$ cat src/hdl/ffsa_pkg.sv
// ffsa_pkg: types, constants and codes of the first-fit segment allocator
// used by every module under hdl
`default_nettype none
package ffsa_pkg;
  localparam int MEM_UNITS_DEF    = 1024;
  localparam int MAX_SEGMENTS_DEF = 32;
  localparam int PID_BITS_DEF     = 8;
  localparam int CFG_W   = 11;
  localparam int SIZE_W  = 11;
  localparam int ADDR_W  = 10;
  localparam int PIDF_W  = 8;

  localparam logic [1:0] ST_OK       = 2'd0;
  localparam logic [1:0] ST_NOFIT    = 2'd1;
  localparam logic [1:0] ST_FULL     = 2'd2;
  localparam logic [1:0] ST_NOTFOUND = 2'd3;

  localparam logic CMD_ALLOC = 1'b0;
  localparam logic CMD_FREE  = 1'b1;

  typedef struct packed {
    logic              cmd;
    logic [PIDF_W-1:0] pid;
    logic [SIZE_W-1:0] alloc_size;
  } req_t;

  typedef struct packed {
    logic [1:0]        status;
    logic [ADDR_W-1:0] start_address;
  } rsp_t;

  typedef enum logic [3:0] {
    S_IDLE, S_SCAN, S_ALLOC_DONE, S_SHIFT, S_SPLIT,
    S_MARK, S_MERGE, S_RESP
  } state_t;

  // controller to datapath
  typedef struct packed {
    logic init;      // reload one hole
    logic load_req;  // latch request
    logic clr_idx;   // index back to zero
    logic inc_idx;
    logic scan_step; // allocate scan compare
    logic take;      // exact fit in place
    logic shift_step;
    logic split;
    logic mark_step; // free: mark pid segments
    logic merge_step;
    logic merge_end;
    logic set_rsp;
  } cmd_t;

  // datapath to controller
  typedef struct packed {
    logic is_free;
    logic zero_size;
    logic idx_end;   // index reached count
    logic hit;       // current entry fits
    logic exact;
    logic full;
    logic shift_end; // shift index reached target
    logic found;
  } sts_t;
endpackage
`default_nettype wire

$ cat src/hdl/ffsa_ctrl.sv
// ffsa_ctrl: sequencer for allocate scan/shift and free mark/merge passes
// depends on ffsa_pkg
`default_nettype none
module ffsa_ctrl (
  input  wire              clk,
  input  wire              rst,
  input  wire              in_go,
  input  wire              cfg_go,
  input  wire              rsp_free,
  input  ffsa_pkg::sts_t   sts,
  output ffsa_pkg::cmd_t   cmd,
  output logic [1:0]       rsp_code,
  output logic             busy
);
  ffsa_pkg::state_t state, state_next;

  // state register
  always_ff @(posedge clk) begin
    if (rst) state <= ffsa_pkg::S_IDLE;
    else state <= state_next;
  end

  // next state and commands
  always_comb begin
    state_next = state;
    cmd = '0;
    rsp_code = ffsa_pkg::ST_OK;
    busy = (state != ffsa_pkg::S_IDLE);
    unique case (state)
      ffsa_pkg::S_IDLE: begin
        if (cfg_go) begin
          cmd.init = 1'b1;
        end else if (in_go) begin
          cmd.load_req = 1'b1;
          cmd.clr_idx = 1'b1;
          state_next = ffsa_pkg::S_SCAN;
        end
      end
      ffsa_pkg::S_SCAN: begin
        if (sts.is_free) begin
          state_next = ffsa_pkg::S_MARK;
        end else if (sts.zero_size || sts.idx_end) begin
          rsp_code = ffsa_pkg::ST_NOFIT;
          cmd.set_rsp = 1'b1;
          state_next = ffsa_pkg::S_RESP;
        end else if (sts.hit) begin
          cmd.scan_step = 1'b1;
          if (sts.exact) begin
            cmd.take = 1'b1;
            state_next = ffsa_pkg::S_ALLOC_DONE;
          end else if (sts.full) begin
            rsp_code = ffsa_pkg::ST_FULL;
            cmd.set_rsp = 1'b1;
            state_next = ffsa_pkg::S_RESP;
          end else begin
            state_next = ffsa_pkg::S_SHIFT;
          end
        end else begin
          cmd.inc_idx = 1'b1;
        end
      end
      ffsa_pkg::S_SHIFT: begin
        if (sts.shift_end) state_next = ffsa_pkg::S_SPLIT;
        else cmd.shift_step = 1'b1;
      end
      ffsa_pkg::S_SPLIT: begin
        cmd.split = 1'b1;
        state_next = ffsa_pkg::S_ALLOC_DONE;
      end
      ffsa_pkg::S_ALLOC_DONE: begin
        cmd.set_rsp = 1'b1;
        state_next = ffsa_pkg::S_RESP;
      end
      ffsa_pkg::S_MARK: begin
        if (sts.idx_end) begin
          cmd.clr_idx = 1'b1;
          if (sts.found) begin
            state_next = ffsa_pkg::S_MERGE;
          end else begin
            rsp_code = ffsa_pkg::ST_NOTFOUND;
            cmd.set_rsp = 1'b1;
            state_next = ffsa_pkg::S_RESP;
          end
        end else begin
          cmd.mark_step = 1'b1;
          cmd.inc_idx = 1'b1;
        end
      end
      ffsa_pkg::S_MERGE: begin
        if (sts.idx_end) begin
          cmd.merge_end = 1'b1;
          cmd.set_rsp = 1'b1;
          state_next = ffsa_pkg::S_RESP;
        end else begin
          cmd.merge_step = 1'b1;
          cmd.inc_idx = 1'b1;
        end
      end
      ffsa_pkg::S_RESP: begin
        if (rsp_free) state_next = ffsa_pkg::S_IDLE;
      end
      default: state_next = ffsa_pkg::S_IDLE;
    endcase
  end
endmodule
`default_nettype wire

$ cat src/hdl/ffsa_dp.sv
// ffsa_dp: segment table registers, scan index, shift and merge datapath
// depends on ffsa_pkg
`default_nettype none
module ffsa_dp #(
  parameter int MEM_UNITS    = ffsa_pkg::MEM_UNITS_DEF,
  parameter int MAX_SEGMENTS = ffsa_pkg::MAX_SEGMENTS_DEF,
  parameter int PID_BITS     = ffsa_pkg::PID_BITS_DEF
) (
  input  wire                         clk,
  input  wire                         rst,
  input  wire  [ffsa_pkg::CFG_W-1:0]  cfg_value,
  input  ffsa_pkg::req_t              req,
  input  ffsa_pkg::cmd_t              cmd,
  input  wire  [1:0]                  rsp_code,
  output ffsa_pkg::sts_t              sts,
  output ffsa_pkg::rsp_t              rsp
);
  localparam int UW = $clog2(MEM_UNITS + 1);
  localparam int IW = (MAX_SEGMENTS > 2) ? $clog2(MAX_SEGMENTS) : 1;
  localparam int CW = $clog2(MAX_SEGMENTS + 1);

  typedef struct packed {
    logic [UW-1:0]       start;
    logic [UW-1:0]       size;
    logic                hole;
    logic [PID_BITS-1:0] owner;
  } seg_t;

  seg_t          tbl [MAX_SEGMENTS];
  logic [CW-1:0] count;
  logic [CW-1:0] idx;
  logic [CW-1:0] wr;      // merge write pointer / shift pointer
  logic [IW-1:0] hit_i;
  logic          is_free;
  logic [PID_BITS-1:0] pid;
  logic [UW-1:0] size_r;
  logic          zero_r;
  logic          found;
  logic [UW-1:0] cfg_w;

  seg_t cur, prev, below;
  logic [IW-1:0] i_i, w_i, wm1_i, sh_i;
  logic [UW+1:0] msum;

  assign i_i   = idx[IW-1:0];
  assign w_i   = wr[IW-1:0];
  assign wm1_i = IW'(wr - CW'(1));
  assign sh_i  = IW'(wr - CW'(1));
  assign cur   = tbl[i_i];
  assign prev  = tbl[wm1_i];
  assign below = tbl[sh_i];
  assign msum  = (UW+2)'(prev.size) + (UW+2)'(cur.size);

  // clamp the size register
  always_comb begin
    if (cfg_value == '0) cfg_w = UW'(1);
    else if (32'(cfg_value) > 32'(MEM_UNITS)) cfg_w = UW'(MEM_UNITS);
    else cfg_w = UW'(cfg_value);
  end

  // status toward controller
  always_comb begin
    sts.is_free   = is_free;
    sts.zero_size = zero_r;
    sts.idx_end   = (idx >= count);
    sts.hit       = cur.hole && (cur.size >= size_r);
    sts.exact     = (cur.size == size_r);
    sts.full      = (count >= CW'(MAX_SEGMENTS));
    sts.shift_end = (wr == CW'(hit_i));
    sts.found     = found;
  end

  // table and control registers
  always_ff @(posedge clk) begin
    if (rst || cmd.init) begin
      for (int k = 0; k < MAX_SEGMENTS; k++) tbl[k] <= '0;
      tbl[0].size <= rst ? UW'((MEM_UNITS < 1024) ? MEM_UNITS : 1024) : cfg_w;
      tbl[0].hole <= 1'b1;
      count <= CW'(1);
      idx <= '0;
      wr <= '0;
    end else begin
      if (cmd.load_req) begin
        is_free <= (req.cmd == ffsa_pkg::CMD_FREE);
        pid     <= PID_BITS'(req.pid);
        size_r  <= (32'(req.alloc_size) > 32'(MEM_UNITS)) ? UW'(MEM_UNITS)
                   : UW'(req.alloc_size);
        // zero or larger than memory never fits
        zero_r  <= (req.alloc_size == '0) ||
                   (32'(req.alloc_size) > 32'(MEM_UNITS));
        found   <= 1'b0;
        wr      <= count;
      end
      if (cmd.clr_idx) idx <= '0;
      if (cmd.inc_idx) idx <= idx + CW'(1);
      if (cmd.clr_idx && !cmd.load_req) wr <= '0;
      // remember hit and start shifting from the top
      if (cmd.scan_step) hit_i <= i_i;
      if (cmd.take) begin
        tbl[i_i].hole  <= 1'b0;
        tbl[i_i].owner <= pid;
        rsp.start_address <= ffsa_pkg::ADDR_W'(cur.start);
      end
      if (cmd.shift_step) begin
        tbl[w_i] <= below;
        wr <= wr - CW'(1);
      end
      if (cmd.split) begin
        tbl[hit_i].size  <= size_r;
        tbl[hit_i].hole  <= 1'b0;
        tbl[hit_i].owner <= pid;
        tbl[IW'(hit_i + IW'(1))].start <= tbl[hit_i].start + size_r;
        tbl[IW'(hit_i + IW'(1))].size  <= tbl[IW'(hit_i + IW'(1))].size - size_r;
        count <= count + CW'(1);
        rsp.start_address <= ffsa_pkg::ADDR_W'(tbl[hit_i].start);
      end
      if (cmd.mark_step && !cur.hole && cur.owner == pid) begin
        tbl[i_i].hole  <= 1'b1;
        tbl[i_i].owner <= '0;
        found <= 1'b1;
      end
      // compaction: coalesce holes while copying down
      if (cmd.merge_step) begin
        if (wr != '0 && cur.hole && prev.hole) begin
          tbl[wm1_i].size <= UW'(msum);
        end else begin
          tbl[w_i] <= cur;
          wr <= wr + CW'(1);
        end
      end
      if (cmd.merge_end) begin
        for (int k = 0; k < MAX_SEGMENTS; k++)
          if (CW'(k) >= wr) tbl[k] <= '0;
        count <= wr;
      end
      if (cmd.set_rsp) begin
        rsp.status <= rsp_code;
        if (rsp_code != ffsa_pkg::ST_OK || is_free) rsp.start_address <= '0;
      end
    end
  end
endmodule
`default_nettype wire

$ cat src/hdl/first_fit_segment_allocator.sv
// first_fit_segment_allocator: top level joining controller and datapath
// depends on ffsa_pkg, ffsa_ctrl, ffsa_dp
//
// Usage: requests arrive on in_valid/in_stall with an ffsa_pkg::req_t
// payload (allocate or free by pid); one result per request leaves on
// out_valid/out_stall as ffsa_pkg::rsp_t. The size register is written on
// cfg_valid/cfg_ready while idle and reloads the table to one hole.
// An allocate scans the entries from the first up to the first hole that fits;
// when that hole is larger, the entries above it are shifted up and the hole is
// split. A free runs a mark pass and then a merge pass over the entries, and
// skips the merge pass when no segment of the pid exists.
// The scan, shift and merge each move one table entry per cycle, so one
// request is in flight at a time. Reset gives a single hole of MEM_UNITS
// units, capped at 1024, and no pending result. A stalled result holds in
// its register, and no new request is taken until that result transfers.
`default_nettype none
module first_fit_segment_allocator #(
  parameter int MEM_UNITS    = ffsa_pkg::MEM_UNITS_DEF,
  parameter int MAX_SEGMENTS = ffsa_pkg::MAX_SEGMENTS_DEF,
  parameter int PID_BITS     = ffsa_pkg::PID_BITS_DEF
) (
  input  wire                        clk,
  input  wire                        rst,
  input  wire                        in_valid,
  output logic                       in_stall,
  input  ffsa_pkg::req_t             in_data,
  output logic                       out_valid,
  input  wire                        out_stall,
  output ffsa_pkg::rsp_t             out_data,
  input  wire                        cfg_valid,
  output logic                       cfg_ready,
  input  wire [ffsa_pkg::CFG_W-1:0]  cfg_data
);
  ffsa_pkg::cmd_t cmd;
  ffsa_pkg::sts_t sts;
  logic [1:0]     rsp_code;
  logic           busy;
  logic           in_go, cfg_go, rsp_free;

  assign in_stall  = busy || cfg_valid;
  assign cfg_ready = !busy;
  assign in_go     = in_valid && !in_stall;
  assign cfg_go    = cfg_valid && cfg_ready;
  assign rsp_free  = !out_stall;

  ffsa_ctrl u_ctrl (
    .clk(clk), .rst(rst), .in_go(in_go), .cfg_go(cfg_go), .rsp_free(rsp_free),
    .sts(sts), .cmd(cmd), .rsp_code(rsp_code), .busy(busy)
  );

  ffsa_dp #(
    .MEM_UNITS(MEM_UNITS), .MAX_SEGMENTS(MAX_SEGMENTS), .PID_BITS(PID_BITS)
  ) u_dp (
    .clk(clk), .rst(rst), .cfg_value(cfg_data), .req(in_data), .cmd(cmd),
    .rsp_code(rsp_code), .sts(sts), .rsp(out_data)
  );

  // result is shown while the controller waits in its response state
  always_ff @(posedge clk) begin
    if (rst) out_valid <= 1'b0;
    else if (cmd.set_rsp) out_valid <= 1'b1;
    else if (out_valid && !out_stall) out_valid <= 1'b0;
  end

  a_no_accept_busy: assert property (@(posedge clk) disable iff (rst)
    out_valid |-> in_stall) else $error("request taken with result pending");
  a_cfg_idle: assert property (@(posedge clk) disable iff (rst)
    cfg_ready |-> !out_valid) else $error("config open with result pending");
  a_one_result: assert property (@(posedge clk) disable iff (rst)
    (out_valid && !out_stall) |=> !out_valid) else $error("result repeated");
endmodule
`default_nettype wire
$ cat config.mk
export PLATFORM = sky130hd
export DESIGN_NAME = first_fit_segment_allocator
export DESIGN_NICKNAME = d
export VERILOG_FILES = /design/src/hdl/ffsa_pkg.sv /design/src/hdl/ffsa_ctrl.sv /design/src/hdl/ffsa_dp.sv /design/src/hdl/first_fit_segment_allocator.sv
export SDC_FILE = /design/constraint.sdc
export NUM_CORES = 2
export LEC_CHECK = 0
export BUFFER_PORTS_ARGS = -buffer_cell sky130_fd_sc_hd__buf_2
export CAP_MARGIN = 10
export CORE_MARGIN = 2
export CORE_UTILIZATION = 40
export DETAILED_ROUTE_END_ITERATION = 10
export GPL_ROUTABILITY_DRIVEN = 0
export PLACE_DENSITY = 0.62
export SETUP_SLACK_MARGIN = 0.5
export SLEW_MARGIN = 20
export SYNTH_ARGS = -nofsm -noshare
export SYNTH_HDL_FRONTEND = slang
export SYNTH_SLANG_ARGS = --single-unit
export TNS_END_PERCENT = 5
$ cat constraint.sdc
create_clock -name clk -period 19.5 [get_ports clk]
set_clock_uncertainty 0.2 [all_clocks]
set_input_delay 4.875 -clock clk [delete_from_list [all_inputs] [get_ports clk]]
set_output_delay 4.875 -clock clk [all_outputs]
set_load 0.05 [all_outputs]
==> results by group <==
Global route
  – Gr ovfl total: 0
  – Grt met2 use: 0.4646
  – GRT met3 Usage: 0.1318
  – Total GRT Usage: 0.3150
  – Most Crowded Layer GR: met2
  – Number of antenna violations at the first check in global routing: 17
  – Vias in the first global route: roughly 47,000
  – Global-route met1 utilization: 0.3911
  – Largest net degree at the start of global routing: 89
  – First-pass GRT wire length: between 300 and 400 mm

Floorplan
  – Num ports: 51
  – Die Y: 406.4 µm
  – Die X-Extent: 406.4 µm
  – Initial Util: 0.4030
  – Core Area: approximately 0.16 mm²
  – Die ar.: 0.1652 mm²
  – Rows: between 100 and 150

Logic synthesis
  – Post-synthesis mux area share: 0.2836
  – Synth Area in Compound Gates: 0.1109
  – Largest family of logic cells by synthesized area: multiplexers
  – Syn Inst Count: between 4,000 and 5,000
  – Mapped Nets: 4,894
  – Adder-Cell Fraction of Synth Area: 0.01310
  – Yosys warns: 0
  – Number of flops mapped to enable cells by yosys: approximately 1,000
  – Seq cells post-synth: ~1,000
  – Post-synth top area cell: edfxtp_1
  – Top FF cell, synth: edfxtp_1
  – Ranking of synthesized cells by area: edfxtp_1, mux4_2, o22ai_1
  – Async set or reset register ratio after synthesis: 0
  – Synth top area share: 0.4631
  – Sequential-to-total area share from yosys stat: 0.4730
  – Post-synthesis area per instance: approximately 14 µm²
  – XOR/XNOR Fraction of Synth Area: 0.008789
  – Netlist cell types: 83
  – Simple-Gate Fraction of Synth Area: 0.07384
  – Post-synth design cell area: ~0.065 mm²

Setup path
  – Crit end category: output port
  – Setup crit start kind: input port
  – Reg2reg setup slack: roughly 10000 ps
  – CP required: around 14,000 ps
  – CP arrival: approximately 5400 ps
  – Crit path max fanout: 3
  – CP Class: input port to output port

Layout
  – Commonest non-fill, non-tap cell in the layout: edfxtp_1
  – Most frequent cells in the layout: edfxtp_1, mux4_2, o22ai_1, nand2_1, nor2_1
  – Area delta synth->final: 9.907%
  – Layout cells sized above 1: 0.2857
  – Fin nets: roughly 4,700
  – Filler cells: 14,350

Power and ir drop
  – Max IR drop VDD: 89.17 µV
  – Internal power: 5.807 mW
  – Comb power frac: 0.446
  – Switching Power: slightly above 4 mW
  – Clock power share: 0.217
  – Sequential share of power: 0.336
  – Pwr per Cell Area: between 100 and 150 mW/mm²
  – Sw Share: 0.4141
  – Leakage: about 23 nW

Route
  – Iter 0 DRT Violations: roughly 9,800
  – DR pass1 iterations: 10
  – Wirelength, routed: roughly 260 mm
  – Total number of vias: between 50,000 and 60,000
  – DRT antenna net count: 0
  – Final routed DRC violation total: 0
  – Post-DR wirelength/cell: 38.64 µm
  – Via density: approximately 7.5

Clock network
  – Hold Buf Count CTS: 0
  – Clk sinks: 1,031
  – Maximum clock insertion buffer count: 3
  – Htree depth: 3
  – Worst-path clk slew: 60 ps
  – CTS Root Cell: clkbuf_16
  – Worst-skew pair later-pin latency: between 800 and 900 ps
  – Post-CTS setup buffer count: 0
  – CTS tree: built
  – TritonCTS Buffers: around 110
  – Post-cts resize count: 0

Timing
  – TNS Setup: 0 ps
  – Rel. slew slack: 0.08370
  – RSZ-0062 raised after global routing: false
  – Final period utilization: 0.5346
  – Peak Freq: 0.09593 GHz
  – Hold Vio Cnt, Final: 0
  – Worst Max-Slew Pin Slew: 1374 ps
  – Setup violators final: 0
  – Max Slew Vio Count: 0
  – Minimum clock period: about 10,000 ps
  – PnR worst setup slack: 9076 ps

Worst hold path
  – Hold crit path type: register to register

Flow run
  – # Max-Cap Violations: 0

Run status
  – Status: finished, final reports clean

Place
  – IO Port Bufs: 50
  – Pre-CTS setup slack: around 8600 ps
  – DP HPWL: between 150 and 200 mm
## power by group through the flow
| stage | logic (mW) | clock network, mW | registers [mW] |
|---|---|---|---|
| floorplan | 2.72 | 0 | 3.18 |
| global placement | 4.18 | 0 | 3.32 |
| detailed placement | 4.20 | 0 | 3.35 |
| CTS | 4.22 | 2.15 | 3.31 |
| global route | 4.47 | 2.23 | 3.36 |
| finish | 4.42 | 2.15 | 3.33 |
## stage by stage
stage | area (µm²) | hold slack (ps) | std cells | util | power [mW]
6_report | 71190 | 336.7 | 6840 | 0.4429 | 9.912
5_1_grt | 71170 | 352.3 | 6832 | 0.4428 | 10.06
4_1_cts | 71090 | 340.0 | 6832 | 0.4423 | 9.676
3_5_place_dp | 67490 | 322.3 | 6626 | 0.4199 | 7.545
3_3_place_gp | 67410 | 316.9 | 6624 | 0.4193 | 7.497
2_1_floorplan | 64780 | 234.8 | 4792 | - | 5.902
## kinds of logic after synthesis
kind of cell / Yosys count
compound gates: 1104
flops: 1031
buf+inv: 612
mux: 872
simple gates: 1045
xor+xnor: 62
fa+ha+maj: 66
## worst max-delay path, stage by stage
cell	delay, ps
buf_2	120
nand2b_1	130
buf_2	230
## path summary, 6_finish.rpt
path / from / end / cells past startpoint
max: cfg_valid / in_stall / 3
min: u_dp.idx[5] / u_dp.idx[5] / 2
max reg2reg: register / u_dp.tbl[12][3] / 15
min reg2reg: u_dp.idx[5] / u_dp.idx[5] / 2
## cells in the mapped netlist, drive strengths merged (86+ instances only)
cell	number
o21ai	126
o31ai	114
mux4	767
nor3	122
a21oi	107
buf	151
edfxtp	999
nand3	86
clkbuf	413
nand2	346
o22ai	554
nor2	285
## state kept, by name, indices dropped and copies added, names as in the netlist, named ones only
signal        count
u_dp.idx          6
u_dp.found        1
u_dp.tbl        960
u_ctrl.state      3
u_dp.count        6
u_dp.is_free      1
u_dp.size_r      11
u_dp.wr           6
u_dp.hit_i        5
u_dp.rsp         12
u_dp.pid          8
u_dp.zero_r       1
out_valid         1
## layer usage
| metal | share of wire | vias up |
|---|---|---|
| met4 | 0.074 | 22 |
| li1 | - | 19430 |
| met1 | 0.33 | 25950 |
| met3 | 0.17 | 970 |
| met2 | 0.43 | 4976 |
| met5 | 0.0014 | - |
## layout make-up
type                    instances  area, µm²  area share
multi-input cells            3149      32310      0.4539
inverters                      48      180.2    0.002531
clock buffers                 123       2844     0.03995
diodes                          8      20.02   0.0002812
well taps                    2160       2703     0.03796
flip-flops and latches       1031      30670      0.4308
clock inverters                83      758.2     0.01065
repair buffers                238       1707     0.02397
No activity file was read; power rests on OpenSTA's default activity.
